--- src/rtl/core/vpcd_pkg.sv ---
// ----------------------------------------------------------------------------
// vpcd_pkg
// Shared types and constants for the video port command block.
// ----------------------------------------------------------------------------
package vpcd_pkg;

    localparam int VRAM_WORDS_DEF = 32768;
    localparam int CRAM_WORDS_DEF = 64;

    localparam logic [2:0] PORT_DATA = 3'd0;
    localparam logic [2:0] PORT_CTRL = 3'd1;
    localparam logic [2:0] PORT_HV   = 3'd2;

    localparam logic [3:0] AT_VRAM_WR  = 4'd1;
    localparam logic [3:0] AT_CRAM_WR  = 4'd3;
    localparam logic [3:0] AT_VSRAM_WR = 4'd5;
    localparam logic [3:0] AT_VRAM_RD  = 4'd0;
    localparam logic [3:0] AT_CRAM_RD  = 4'd8;
    localparam logic [3:0] AT_VSRAM_RD = 4'd4;

    localparam logic [4:0] REG_MODE2   = 5'd1;
    localparam logic [4:0] REG_AUTOINC = 5'd15;
    localparam logic [4:0] REG_LEN_LO  = 5'd19;
    localparam logic [4:0] REG_LEN_HI  = 5'd20;
    localparam logic [4:0] REG_SRC_LO  = 5'd21;
    localparam logic [4:0] REG_SRC_MID = 5'd22;
    localparam logic [4:0] REG_SRC_HI  = 5'd23;

    localparam logic [15:0] STATUS_FIXED = 16'h3420;

    // item handed from the front part to the executing back part
    typedef struct packed {
        logic        mode;
        logic [2:0]  port;
        logic [15:0] wdata;
        logic [15:0] status;
        logic [9:0]  line;
        logic [11:0] cycles;
    } vpcd_cmd_t;

    typedef enum logic [3:0] {
        ST_IDLE,
        ST_EXEC,
        ST_RD_WAIT,
        ST_COPY_RD,
        ST_COPY_WAIT,
        ST_COPY_WR,
        ST_FILL_LO_RD,
        ST_FILL_LO_WR,
        ST_FILL_RD,
        ST_FILL_WR,
        ST_OUT
    } vpcd_state_t;

endpackage

--- src/rtl/core/vpcd_queue.sv ---
// ----------------------------------------------------------------------------
// vpcd_queue
// Two-entry item queue between the accepting front and the executing back.
// ----------------------------------------------------------------------------
module vpcd_queue
    import vpcd_pkg::*;
(
    input  logic       aclk,
    input  logic       aresetn,
    input  logic       in_valid,
    output logic       in_ready,
    input  vpcd_cmd_t  in_item,
    output logic       out_valid,
    input  logic       out_ready,
    output vpcd_cmd_t  out_item
);
    vpcd_cmd_t  mem_reg [2];
    logic       wp_reg, rp_reg;
    logic [1:0] cnt_reg;
    logic       push, pop;

    assign in_ready  = (cnt_reg != 2'd2);
    assign out_valid = (cnt_reg != 2'd0);
    assign out_item  = mem_reg[rp_reg];
    assign push = in_valid && in_ready;
    assign pop  = out_valid && out_ready;

    always_ff @(posedge aclk) begin
        if (push) begin
            mem_reg[wp_reg] <= in_item;
        end
        if (!aresetn) begin
            wp_reg  <= 1'b0;
            rp_reg  <= 1'b0;
            cnt_reg <= 2'd0;
        end else begin
            if (push) wp_reg <= ~wp_reg;
            if (pop)  rp_reg <= ~rp_reg;
            cnt_reg <= cnt_reg + {1'b0, push} - {1'b0, pop};
        end
    end

    a_cnt_range: assert property (@(posedge aclk) disable iff (!aresetn)
        cnt_reg != 2'd3) else $error("queue count overflow");
    a_no_push_full: assert property (@(posedge aclk) disable iff (!aresetn)
        cnt_reg == 2'd2 && !pop |=> cnt_reg == 2'd2) else $error("queue lost item");
    a_pop_nonempty: assert property (@(posedge aclk) disable iff (!aresetn)
        pop |-> cnt_reg != 2'd0) else $error("pop from empty queue");

endmodule

--- config.mk ---
export PLATFORM = sky130hd
export DESIGN_NAME = vpcd_queue
export DESIGN_NICKNAME = d
export VERILOG_FILES = /design/src/rtl/core/vpcd_pkg.sv /design/src/rtl/core/vpcd_queue.sv
export SDC_FILE = /design/constraint.sdc
export NUM_CORES = 1
export LEC_CHECK = 0
export ABC_CLOCK_PERIOD_IN_PS = 6500
export BUFFER_PORTS_ARGS = -buffer_cell sky130_fd_sc_hd__buf_2
export CAP_MARGIN = 40
export CORE_ASPECT_RATIO = 1.2
export CORE_UTILIZATION = 33
export CTS_BUF_LIST = sky130_fd_sc_hd__clkbuf_2 sky130_fd_sc_hd__clkbuf_4 sky130_fd_sc_hd__clkbuf_8
export CTS_CLUSTER_DIAMETER = 30
export DETAILED_ROUTE_END_ITERATION = 10
export GPL_ROUTABILITY_DRIVEN = 0
export PLACE_DENSITY = 0.6
export SYNTH_ARGS = -nofsm -noshare
export SYNTH_HDL_FRONTEND = slang
export SYNTH_SLANG_ARGS = --single-unit
export TNS_END_PERCENT = 100
--- constraint.sdc ---
create_clock -name aclk -period 6.5 [get_ports aclk]
set_input_delay 1.3 -clock aclk [delete_from_list [all_inputs] [get_ports aclk]]
set_output_delay 1.3 -clock aclk [all_outputs]
set_load 0.03 [all_outputs]
==> metrics.md, run 1 <==
| Metric | Value |
|---|---|
| Status | `finished, final reports clean` |
| Sequential share of power | `43.9%` |
| Critical path buffers and inverters | `2` |
| CP top delay family | `flip-flops` |
| Largest net degree at the start of global routing | `34` |
| R2R Setup Slk | `between 4 and 5 ns` |
| Max_cap viols | `0` |
| Reg2reg start | `cnt_reg[0]` |
| Fill cells | `around 1200` |
| Final setup TNS | `0 ns` |
| Hold Path Cell Cnt | `2` |
| Largest register FFs | `116` |
| Detailed Routing Iterations Pass 1 | `4` |
| Core area | `around 13000 µm²` |
| Via/cell ratio | `roughly 4.4` |
| Top_reg_cell synth | `edfxtp_1` |
| Net Count, Synth | `approximately 270` |
| Worst vdd ir | `~210 µV` |
| CTS tree | `yes` |
| WP depth | `3` |
| FF-to-FF path depth | `4` |
| Critical path fanouts, max | `30` |
| Hpwl dp | `approximately 4.8 mm` |
| Num Clock Sinks | `121` |
| Crit path required time | `around 5.2 ns` |
| DR vias | `around 2300` |
| CP Class | `reg2out` |
| Power density over cell area | `around 410 nW/µm²` |
| Ys Warns | `0` |
| Synth Register Bits | `121` |
| Hold crit path type | `reg2reg` |
| Critical path's slowest cell | `dfxtp_4` |
| Cts bufs inserted | `17` |
| Footprint of the multi-input gates | `867 µm²` |
| Final #Nets | `405` |
| Async set-reset flop share out of synthesis | `0%` |
| Post-CTS setup buffer count | `0` |
| Placed Area | `between 5000 and 6000 µm²` |
| Clock Tree Root | `clkbuf_8` |
| Number of global-route vias before repair | `2319` |
| Final min period | `3.24 ns` |
| CTS Hold Buffers Added | `0` |
| Total length of routed wires | `between 7 and 8 mm` |
| Clk_lat worst skew | `0.41 ns` |
| Port buffer count | `121` |
| ANT nets after route | `0` |
| P_leak | `2.15 nW` |
| Row cnt | `46` |
| Die Span X | `around 110 µm` |
| Share of cells above drive strength 1 | `61.3%` |
| Worst Tran Pin Value | `slightly below 0.8 ns` |
| IO Count | `between 100 and 150` |
| Initial Util | `approximately a third` |
| Storage cell area | `3590 µm²` |
| CTS resizes | `0` |
| Ant diodes | `0` |
| Fin crit share | `roughly half` |
| Most frequent cells in the layout | `121 x buf_2, 116 x edfxtp_1, 38 x mux2_2` |
| Post-synth EDFFs | `116` |
| Switching power | `roughly 0.77 mW` |
| Logic pwr share | `28.6%` |
| Clock Tree Buf Depth | `2` |
| Overflow after GRT | `0` |
| Commonest non-fill, non-tap cell in the layout | `buf_2` |
| P&R area growth vs syn | `26.8%` |
| Skew final | `between 0.009 and 0.01 ns` |
| Global Route Usage Sum | `between 10% and 20%` |
| Die area | `approximately 14000 µm²` |
| Fmax | `a little over 0.3 GHz` |
| Final instance area | `roughly 5700 µm²` |
| Mapped Cells | `roughly 200` |
| Setup violators final | `0` |
| Slowest stage delay, CP | `0.66 ns` |
| Wirelength per Cell | `between 10 and 15 µm` |
| Unrepaired setup endpoints after global routing | `false` |
| Mean Syn Cell Area | `22.0 µm²` |
| Clock slew at reported path FFs | `about 0.07 ns` |
| Cell variety after synth | `18` |
| Htree depth | `4` |
| Initial antenna violation count | `0` |
| Post-synthesis sequential area ratio | `about four fifths` |
| First-pass GRT wire length | `~11 mm` |
| 1st-iter DRT viols | `79` |
| Clk pwr share | `27.5%` |
| Startpoint Class | `flop` |
| Internal | `approximately 1.6 mW` |
| Final Hold Vio Count | `0` |
| Remaining DRCs | `0` |
| Setup crit end kind | `output port` |
| Capturing point of the worst reg2reg path | `mem_reg[0][26]` |
| Max Slew Vio Count | `0` |
| Die Ht | `approximately 130 µm` |
| Slew headroom | `a little under 50%` |
| Critical-path cell list | `buf_12 > mux2_2 > buf_2` |
| Critical Path Sink | `out_item[21]` |
| Sw frac | `32.8%` |
| Syn Std Cell Area | `between 4000 and 5000 µm²` |
| CP arrival | `just under 2 ns` |
-- Yosys cell counts (all sizes together) (2+ instances only) --
| cell | instances | share of area (%) |
|---|---|---|
| and2 | 2 | 0.28 |
| buf | 6 | 1.1 |
| dfxtp | 5 | 2.2 |
| edfxtp | 116 | 78 |
| ha | 2 | 0.56 |
| mux2 | 58 | 16 |
| nand2 | 2 | 0.17 |
| nand2b | 2 | 0.28 |
| nor2b | 2 | 0.28 |
| xnor2 | 3 | 0.58 |
-- power groups by stage --
stage / Sequential [mW] / Clock (mW) / Combinational [mW]
6_report: 1.03 / 0.649 / 0.673
5_1_grt: 1.05 / 0.703 / 0.720
3_5_place_dp: 1.06 / 0 / 0.686
4_1_cts: 1.04 / 0.673 / 0.690
3_3_place_gp: 1.08 / 0 / 0.646
2_1_floorplan: 1.02 / 0 / 0.534
-- area by class of cell --
| type | count | share of cell area (%) |
|---|---|---|
| tap | 168 | 3.69 |
| timing repair buffer | 124 | 11.2 |
| clock buffer | 18 | 4.24 |
| clock inverter | 14 | 2.63 |
| inverter | 1 | 0.0658 |
| multi-input combinational | 76 | 15.2 |
| sequential | 121 | 62.9 |
-- through the flow --
stage | hold slack, ns | total power [mW] | instances | util (%) | setup slack, ns
final | 0.537 | 2.36 | 522 | 43.1 | 3.26
after floorplan | 0.455 | 1.56 | 204 | - | 2.19
after CTS | 0.547 | 2.40 | 522 | 43.1 | 3.16
after global routing | 0.559 | 2.47 | 522 | 43.1 | 3.13
after global placement | 0.507 | 1.72 | 489 | 40.0 | 3.40
after detailed placement | 0.536 | 1.74 | 490 | 40.1 | 3.33
-- worst register-to-register path, cell delays in order, from the launching register on --
cell and delay (ns):
dfxtp_1 0.37, nand2b_1 0.16, nand2_1 0.15, nor2_4 0.62, buf_4 0.55
-- kinds of logic (layout without fill, tap and decap cells) --
| logic type | Yosys count | after routing | synth area share (%) |
|---|---|---|---|
| AO/OA/AOI/OAI | 1 | 1 | 0.167 |
| multiplexers | 59 | 59 | 16.4 |
| XOR/XNOR | 3 | 3 | 0.585 |
| AND/OR/NAND/NOR | 11 | 11 | 1.36 |
| adder cells (fa/ha/maj) | 2 | 2 | 0.557 |
| flip-flops | 121 | 121 | 79.7 |
| buffers and inverters | 7 | 157 | 1.17 |
-- worst min path at each step --
stage	startpoint	end	slack [ns]
after global placement	wp_reg	wp_reg	0.51
after CTS	wp_reg	wp_reg	0.55
final	wp_reg	wp_reg	0.54
after floorplan	wp_reg	wp_reg	0.45
after global routing	wp_reg	wp_reg	0.56
after detailed placement	wp_reg	wp_reg	0.54
-- layer usage --
layer,track usage (%),part of all wire [%],vias up
met3,4.10,5.4,7
met5,0,0,-
li1,-,-,1079
met2,18.7,51,83
met1,12.7,42,1118
met4,5.25,1.2,0
No activity file was read; power rests on OpenSTA's default activity.
==> run 2: changes to the inputs <==
--- a/config.mk
+++ b/config.mk
@@ -5,7 +5,7 @@
 export SDC_FILE = /design/constraint.sdc
 export NUM_CORES = 1
 export LEC_CHECK = 0
-export ABC_CLOCK_PERIOD_IN_PS = 6500
+export ABC_CLOCK_PERIOD_IN_PS = 2900
 export BUFFER_PORTS_ARGS = -buffer_cell sky130_fd_sc_hd__buf_2
 export CAP_MARGIN = 40
 export CORE_ASPECT_RATIO = 1.2
@@ -14,7 +14,7 @@
 export CTS_CLUSTER_DIAMETER = 30
 export DETAILED_ROUTE_END_ITERATION = 10
 export GPL_ROUTABILITY_DRIVEN = 0
-export PLACE_DENSITY = 0.6
+export PLACE_DENSITY = 0.62
 export SYNTH_ARGS = -nofsm -noshare
 export SYNTH_HDL_FRONTEND = slang
 export SYNTH_SLANG_ARGS = --single-unit
==> constraint.sdc (replaced) <==
create_clock -name aclk -period 2.9 [get_ports aclk]
set_input_delay 0.58 -clock aclk [delete_from_list [all_inputs] [get_ports aclk]]
set_output_delay 0.58 -clock aclk [all_outputs]
set_load 0.03 [all_outputs]
==> metrics.md, run 2 (same netlist as run 1, synthesis figures left out) <==
| Metric | Value |
|---|---|
| Skew final | `0.00458 ns (-0.00494 ns)` |
| IO Count | `122 (unchanged)` |
| Wirelength per Cell | `14.5 µm (-2.9%)` |
| Initial Util | `34.0% (unchanged)` |
| FF-to-FF path depth | `3 (-1)` |
| Overflow after GRT | `0 (unchanged)` |
| Final min period | `between 2 and 2.5 ns` |
| Post-CTS setup buffer count | `0 (unchanged)` |
| Initial antenna violation count | `0 (unchanged)` |
| Port buffer count | `121 (unchanged)` |
| CTS Hold Buffers Added | `0 (unchanged)` |
| Final setup TNS | `0 ns (unchanged)` |
| Num Clock Sinks | `121 (unchanged)` |
| Clock Tree Buf Depth | `2 (unchanged)` |
| Switching power | `1.65 mW (+110%)` |
| Core area | `13200 µm² (unchanged)` |
| Most frequent cells in the layout | `121 x buf_2, 116 x edfxtp_1, 38 x mux2_2` |
| Setup crit end kind | `output port` |
| Global Route Usage Sum | `11.1% (-0.065 points)` |
| Setup WS post-layout | `0.439 ns (-2.82 ns)` |
| Via/cell ratio | `4.33 (-1.2%)` |
| Sw frac | `30.6% (-2.2 points)` |
| Worst Tran Pin Value | `0.557 ns (-0.215 ns)` |
| DR vias | `2263 (-1.0%)` |
| Setup violators final | `0 (unchanged)` |
| Number of global-route vias before repair | `2321 (+0.086%)` |
| Die Ht | `130 µm (unchanged)` |
| P&R area growth vs syn | `27.8%` |
| Hold Path Cell Cnt | `1 (-1)` |
| Largest register FFs | `116 (unchanged)` |
| Max_cap viols | `0 (unchanged)` |
| Share of cells above drive strength 1 | `60.6% (-0.74 points)` |
| Final #Nets | `406 (+0.25%)` |
| Power density over cell area | `940 nW/µm² (+130%)` |
| Htree depth | `4 (unchanged)` |
| Clk_lat worst skew | `0.41 ns (about the same)` |
| Crit path required time | `2.32 ns (-2.88 ns)` |
| Slew headroom | `62.9% (+14 points)` |
| P_leak | `2.19 nW (+1.8%)` |
| Ant diodes | `0 (unchanged)` |
| Logic pwr share | `28.3% (-0.3 points)` |
| Unrepaired setup endpoints after global routing | `false` |
| Commonest non-fill, non-tap cell in the layout | `buf_2` |
| CP Class | `reg2out` |
| Worst vdd ir | `395 µV (+87%)` |
| Clock Tree Root | `clkbuf_8` |
| Hpwl dp | `4.74 mm (-0.93%)` |
| Hold path start | `in_item[4]` |
| Post-Route Hold Slack | `0.355 ns (-0.182 ns)` |
| Internal | `3.75 mW (+140%)` |
| Fin crit share | `between 80% and 90%` |
| Critical path fanouts, max | `38 (+27%)` |
| Status | `finished, final reports clean` |
| Hold crit path type | `in2reg` |
| Fmax | `just over 0.4 GHz` |
| Final Hold Vio Count | `0 (unchanged)` |
| CTS tree | `yes` |
| Die Span X | `109 µm (unchanged)` |
| Clk pwr share | `29.0% (+1.5 points)` |
| Detailed Routing Iterations Pass 1 | `4 (unchanged)` |
| 1st-iter DRT viols | `60 (-24%)` |
| CP arrival | `1.88 ns (-0.06 ns)` |
| Cts bufs inserted | `17 (unchanged)` |
| CTS resizes | `0 (unchanged)` |
| Reg2reg start | `cnt_reg[0]` |
| Row cnt | `46 (unchanged)` |
| Sequential share of power | `42.7% (-1.2 points)` |
| Clock slew at reported path FFs | `0.07 ns (about the same)` |
| Utilization after layout | `43.4% (+0.34 points)` |
| Remaining DRCs | `0 (unchanged)` |
| Max Slew Vio Count | `0 (unchanged)` |
| Largest net degree at the start of global routing | `59 (+74%)` |
| Die area | `14100 µm² (unchanged)` |
| First-pass GRT wire length | `11.4 mm (+0.30%)` |
| Startpoint Class | `flop` |
| Total length of routed wires | `7.56 mm (-2.7%)` |
| ANT nets after route | `0 (unchanged)` |
| Pre-CTS WS | `0.831 ns (-2.50 ns)` |
## run 2: cell count changes in the layout (fill, tap and decap cells not counted)
cell,change
buf_12,+1
inv_6,-2
clkinv_4,-3
clkinvlp_4,-4
clkbuf_4,+3
clkinv_1,+3
bufinv_16,+2
clkinv_2,+1
## run 2: layout make-up
cell class | count | area (µm²)
clock buffers | 21 | 264
clock inverters | 11 | 153
fillers | 1197 | 7490
inverters | 1 | 3.75
multi-input cells | 76 | 867
flip-flops and latches | 121 | 3590
well taps | 168 | 210
repair buffers | 125 | 661
## run 2: routing by layer
metal	wire length, µm	track usage (%)	share of wire (%)
met1	3060	12.1	40
met2	3950	18.8	52
met3	447	4.35	5.9
met4	102	5.48	1.3
met5	0	0	0
## run 2: final timing paths
path | endpoint | slack (ns)
max | out_item[32] | 0.44
min reg2reg | wp_reg | 0.54
min | mem_reg[1][4] | 0.36
max reg2reg | mem_reg[1][48] | 1.07
## run 2: power groups by stage
stage	Sequential, mW	Combinational [mW]	Clock [mW]
after floorplan	2.29	1.20	0
after global placement	2.34	1.55	0
after detailed placement	2.35	1.56	0
after CTS	2.31	1.56	1.63
after global routing	2.33	1.63	1.69
final	2.30	1.53	1.57
## run 2: critical path, cell delays in order (launching register included)
cell     delay, ns
dfxtp_4       0.60
buf_12        0.30
mux2_2        0.38
buf_2         0.18
## run 2: stage by stage
stage                     area (µm²)  power [mW]  instances
final                           5750        5.40        523
after detailed placement        5330        3.90        491
after global placement          5330        3.89        491
after global routing            5750        5.65        523
after floorplan                 4500        3.49        204
after CTS                       5750        5.50        523
==> run 3: changes to the inputs <==
--- a/config.mk
+++ b/config.mk
@@ -5,7 +5,8 @@
 export SDC_FILE = /design/constraint.sdc
 export NUM_CORES = 1
 export LEC_CHECK = 0
-export ABC_CLOCK_PERIOD_IN_PS = 2900
+export ABC_AREA = 1
+export ABC_CLOCK_PERIOD_IN_PS = 2200
 export BUFFER_PORTS_ARGS = -buffer_cell sky130_fd_sc_hd__buf_2
 export CAP_MARGIN = 40
 export CORE_ASPECT_RATIO = 1.2
==> constraint.sdc (replaced) <==
create_clock -name aclk -period 2.2 [get_ports aclk]
set_input_delay 0.44 -clock aclk [delete_from_list [all_inputs] [get_ports aclk]]
set_output_delay 0.44 -clock aclk [all_outputs]
set_load 0.03 [all_outputs]
==> metrics.md, run 3 <==
| Metric | Value |
|---|---|
| Clock Tree Root | `clkbuf_8` |
| Max Slew Vio Count | `0 (unchanged)` |
| Most frequent cells in the layout | `121 x buf_2, 116 x edfxtp_1, 38 x mux2_2` |
| Commonest non-fill, non-tap cell in the layout | `buf_2` |
| Htree depth | `4 (unchanged)` |
| Syn Std Cell Area | `4500 µm² (+0.14%)` |
| IO Count | `122 (unchanged)` |
| Mapped Cells | `216 (+5.9%)` |
| CP arrival | `1.60 ns (-0.28 ns)` |
| Overflow after GRT | `0 (unchanged)` |
| Wirelength per Cell | `14.6 µm (+1.1%)` |
| Final #Nets | `419 (+3.2%)` |
| Capturing point of the worst reg2reg path | `cnt_reg[1]` |
| Async set-reset flop share out of synthesis | `0% (unchanged)` |
| Row cnt | `46 (unchanged)` |
| Power density over cell area | `1190 nW/µm² (+26%)` |
| Hpwl dp | `4.72 mm (-0.43%)` |
| Net Count, Synth | `280 (+4.5%)` |
| Fin crit share | `92.9%` |
| Hold Path Cell Cnt | `1 (unchanged)` |
| Die area | `14100 µm² (+0.14%)` |
| Ys Warns | `0 (unchanged)` |
| 1st-iter DRT viols | `61 (+1.7%)` |
| First-pass GRT wire length | `11.6 mm (+1.9%)` |
| Clock slew at reported path FFs | `0.07 ns (about the same)` |
| R2R Setup Slk | `0.63 ns (-0.44 ns)` |
| Final Hold Vio Count | `0 (unchanged)` |
| Cell variety after synth | `12 (-6)` |
| Core area | `13200 µm² (unchanged)` |
| P_leak | `2.19 nW (about the same)` |
| Share of cells above drive strength 1 | `58.5% (-2.1 points)` |
| Post-synth EDFFs | `116 (unchanged)` |
| Critical path fanouts, max | `29 (-24%)` |
| Worst vdd ir | `512 µV (+30%)` |
| Worst Tran Pin Value | `0.347 ns (-0.210 ns)` |
| Post-synth top cells | `116 x edfxtp_1, 38 x mux2_2, 20 x mux2_4, 9 x nand2_1, 8 x nor2_1` |
| Ant diodes | `0 (unchanged)` |
| Reg2reg start | `cnt_reg[0]` |
| Cts bufs inserted | `17 (unchanged)` |
| Via/cell ratio | `4.39 (+1.4%)` |
| Initial antenna violation count | `0 (unchanged)` |
| Fmax | `between 0.4 and 0.5 GHz` |
| Power after layout | `6.79 mW (+26%)` |
| Hold Path Sink | `mem_reg[0][33]` |
| Die Ht | `130 µm (about the same)` |
| Mean Syn Cell Area | `20.8 µm² (-5.4%)` |
| Num Clock Sinks | `121 (unchanged)` |
| Clock Tree Buf Depth | `2 (unchanged)` |
| Detailed Routing Iterations Pass 1 | `4 (unchanged)` |
| ANT nets after route | `0 (unchanged)` |
| Port buffer count | `121 (unchanged)` |
| Synth Register Bits | `121 (unchanged)` |
| P&R area growth vs syn | `27.0%` |
| Top cells by area, synth | `edfxtp_1 77%, mux2_2 9.5%, mux2_4 6.7%` |
| Final setup TNS | `0 ns (unchanged)` |
| Slew headroom | `76.9% (+14 points)` |
| Setup violators final | `0 (unchanged)` |
| Largest net degree at the start of global routing | `59 (unchanged)` |
| Most numerous cell in the Yosys netlist | `edfxtp_1` |
| Crit path required time | `1.76 ns (-0.56 ns)` |
| Post-CTS setup buffer count | `0 (unchanged)` |
| Largest register FFs | `116 (unchanged)` |
| Die Span X | `109 µm (about the same)` |
| Share of the synthesized area in the top cell type | `77.4% (-0.11 points)` |
| Utilization after layout | `43.2% (-0.23 points)` |
| Skew final | `0.00600 ns (+0.00141 ns)` |
| Total length of routed wires | `7.81 mm (+3.3%)` |
| Post-synthesis sequential area ratio | `79.6% (-0.11 points)` |
| Fill cells | `1216 (+1.6%)` |
| Final min period | `2.04 ns` |
| Cell taking the most area after synthesis | `edfxtp_1` |
| Max_cap viols | `0 (unchanged)` |
| Post-Route Hold Slack | `0.222 ns (-0.133 ns)` |
| Clk_lat worst skew | `0.40 ns (about the same)` |
| Unrepaired setup endpoints after global routing | `false` |
| Hold path start | `in_item[33]` |
| Initial Util | `34.0% (+0.047 points)` |
| Remaining DRCs | `0 (unchanged)` |
| Top_reg_cell synth | `edfxtp_1` |
| Startpoint Class | `flop` |
| FF-to-FF path depth | `10 (+7)` |
| CP Class | `reg2out` |
| Global Route Usage Sum | `11.2% (+0.10 points)` |
| Hold crit path type | `in2reg` |
| Setup crit end kind | `output port` |
| DR vias | `2344 (+3.6%)` |
| CTS tree | `yes` |
| Status | `finished, final reports clean` |
| Number of global-route vias before repair | `2496 (+7.5%)` |
## run 3: worst max path at each step
stage | start | end | slack [ns] | cells after the start
finish | flop | out_item[36] | 0.16 | 3
global route | flop | out_item[36] | 0.07 | 3
CTS | flop | out_item[16] | 0.03 | 3
detailed placement | flop | out_item[16] | 0.50 | 3
global placement | flop | out_item[16] | 0.50 | 3
floorplan | cnt_reg[0] | mem_reg[0][0] | 0.09 | 4
## run 3: kinds of logic (layout without fill, tap and decap cells)
logic type | after synthesis | after routing | share of synthesized area [%]
flops | 121 | 121 | 79.6
mux | 58 | 58 | 16.2
simple gates | 20 | 20 | 1.75
buf+inv | 13 | 163 | 1.67
fa+ha+maj | 2 | 2 | 0.556
compound gates | 2 | 2 | 0.222
## run 3: cell type report
| type | count | area (µm²) | area share (%) |
|---|---|---|---|
| Sequential cell | 121 | 3590 | 62.8 |
| Multi-Input combinational cell | 82 | 850 | 14.9 |
| Timing Repair Buffer | 126 | 706 | 12.3 |
| Clock buffer | 19 | 249 | 4.36 |
| Tap cell | 168 | 210 | 3.68 |
| Clock inverter | 11 | 83.8 | 1.47 |
| Inverter | 7 | 30.0 | 0.525 |
## run 3: metal layers
layer / routed length [µm] / vias to the layer above / track usage [%]
met1: 3250 / 1157 / 11.4
met5: 0 / - / 0
li1: - / 1110 / -
met3: 390 / 6 / 4.45
met2: 4080 / 71 / 19.8
met4: 91 / 0 / 5.72
## run 3: critical path: stages, from the launching register on
cell and delay [ns]:
dfxtp_4 0.39, clkbuf_16 0.26, mux2_2 0.36, buf_2 0.18
## run 3: report_power, final
part | leakage (nW) | internal, mW | switching, mW
Clock | 0.166 | 0.882 | 0.795
Sequential | 1.13 | 2.92 | 0.0922
Combinational | 0.895 | 0.779 | 1.32
## run 3: through the flow
| stage | setup slack (ns) | cells | instance area (µm²) |
|---|---|---|---|
| after floorplan | 0.0886 | 216 | 4510 |
| after global placement | 0.500 | 503 | 5350 |
| after detailed placement | 0.497 | 503 | 5350 |
| after CTS | 0.0348 | 533 | 5680 |
| after global routing | 0.0684 | 534 | 5720 |
| final | 0.156 | 534 | 5720 |
## run 3: timing repair
action / CTS / global route
resized for setup: 0 / 1
setup endpoints to repair: 0 / 3
hold buffers: 0 / 0
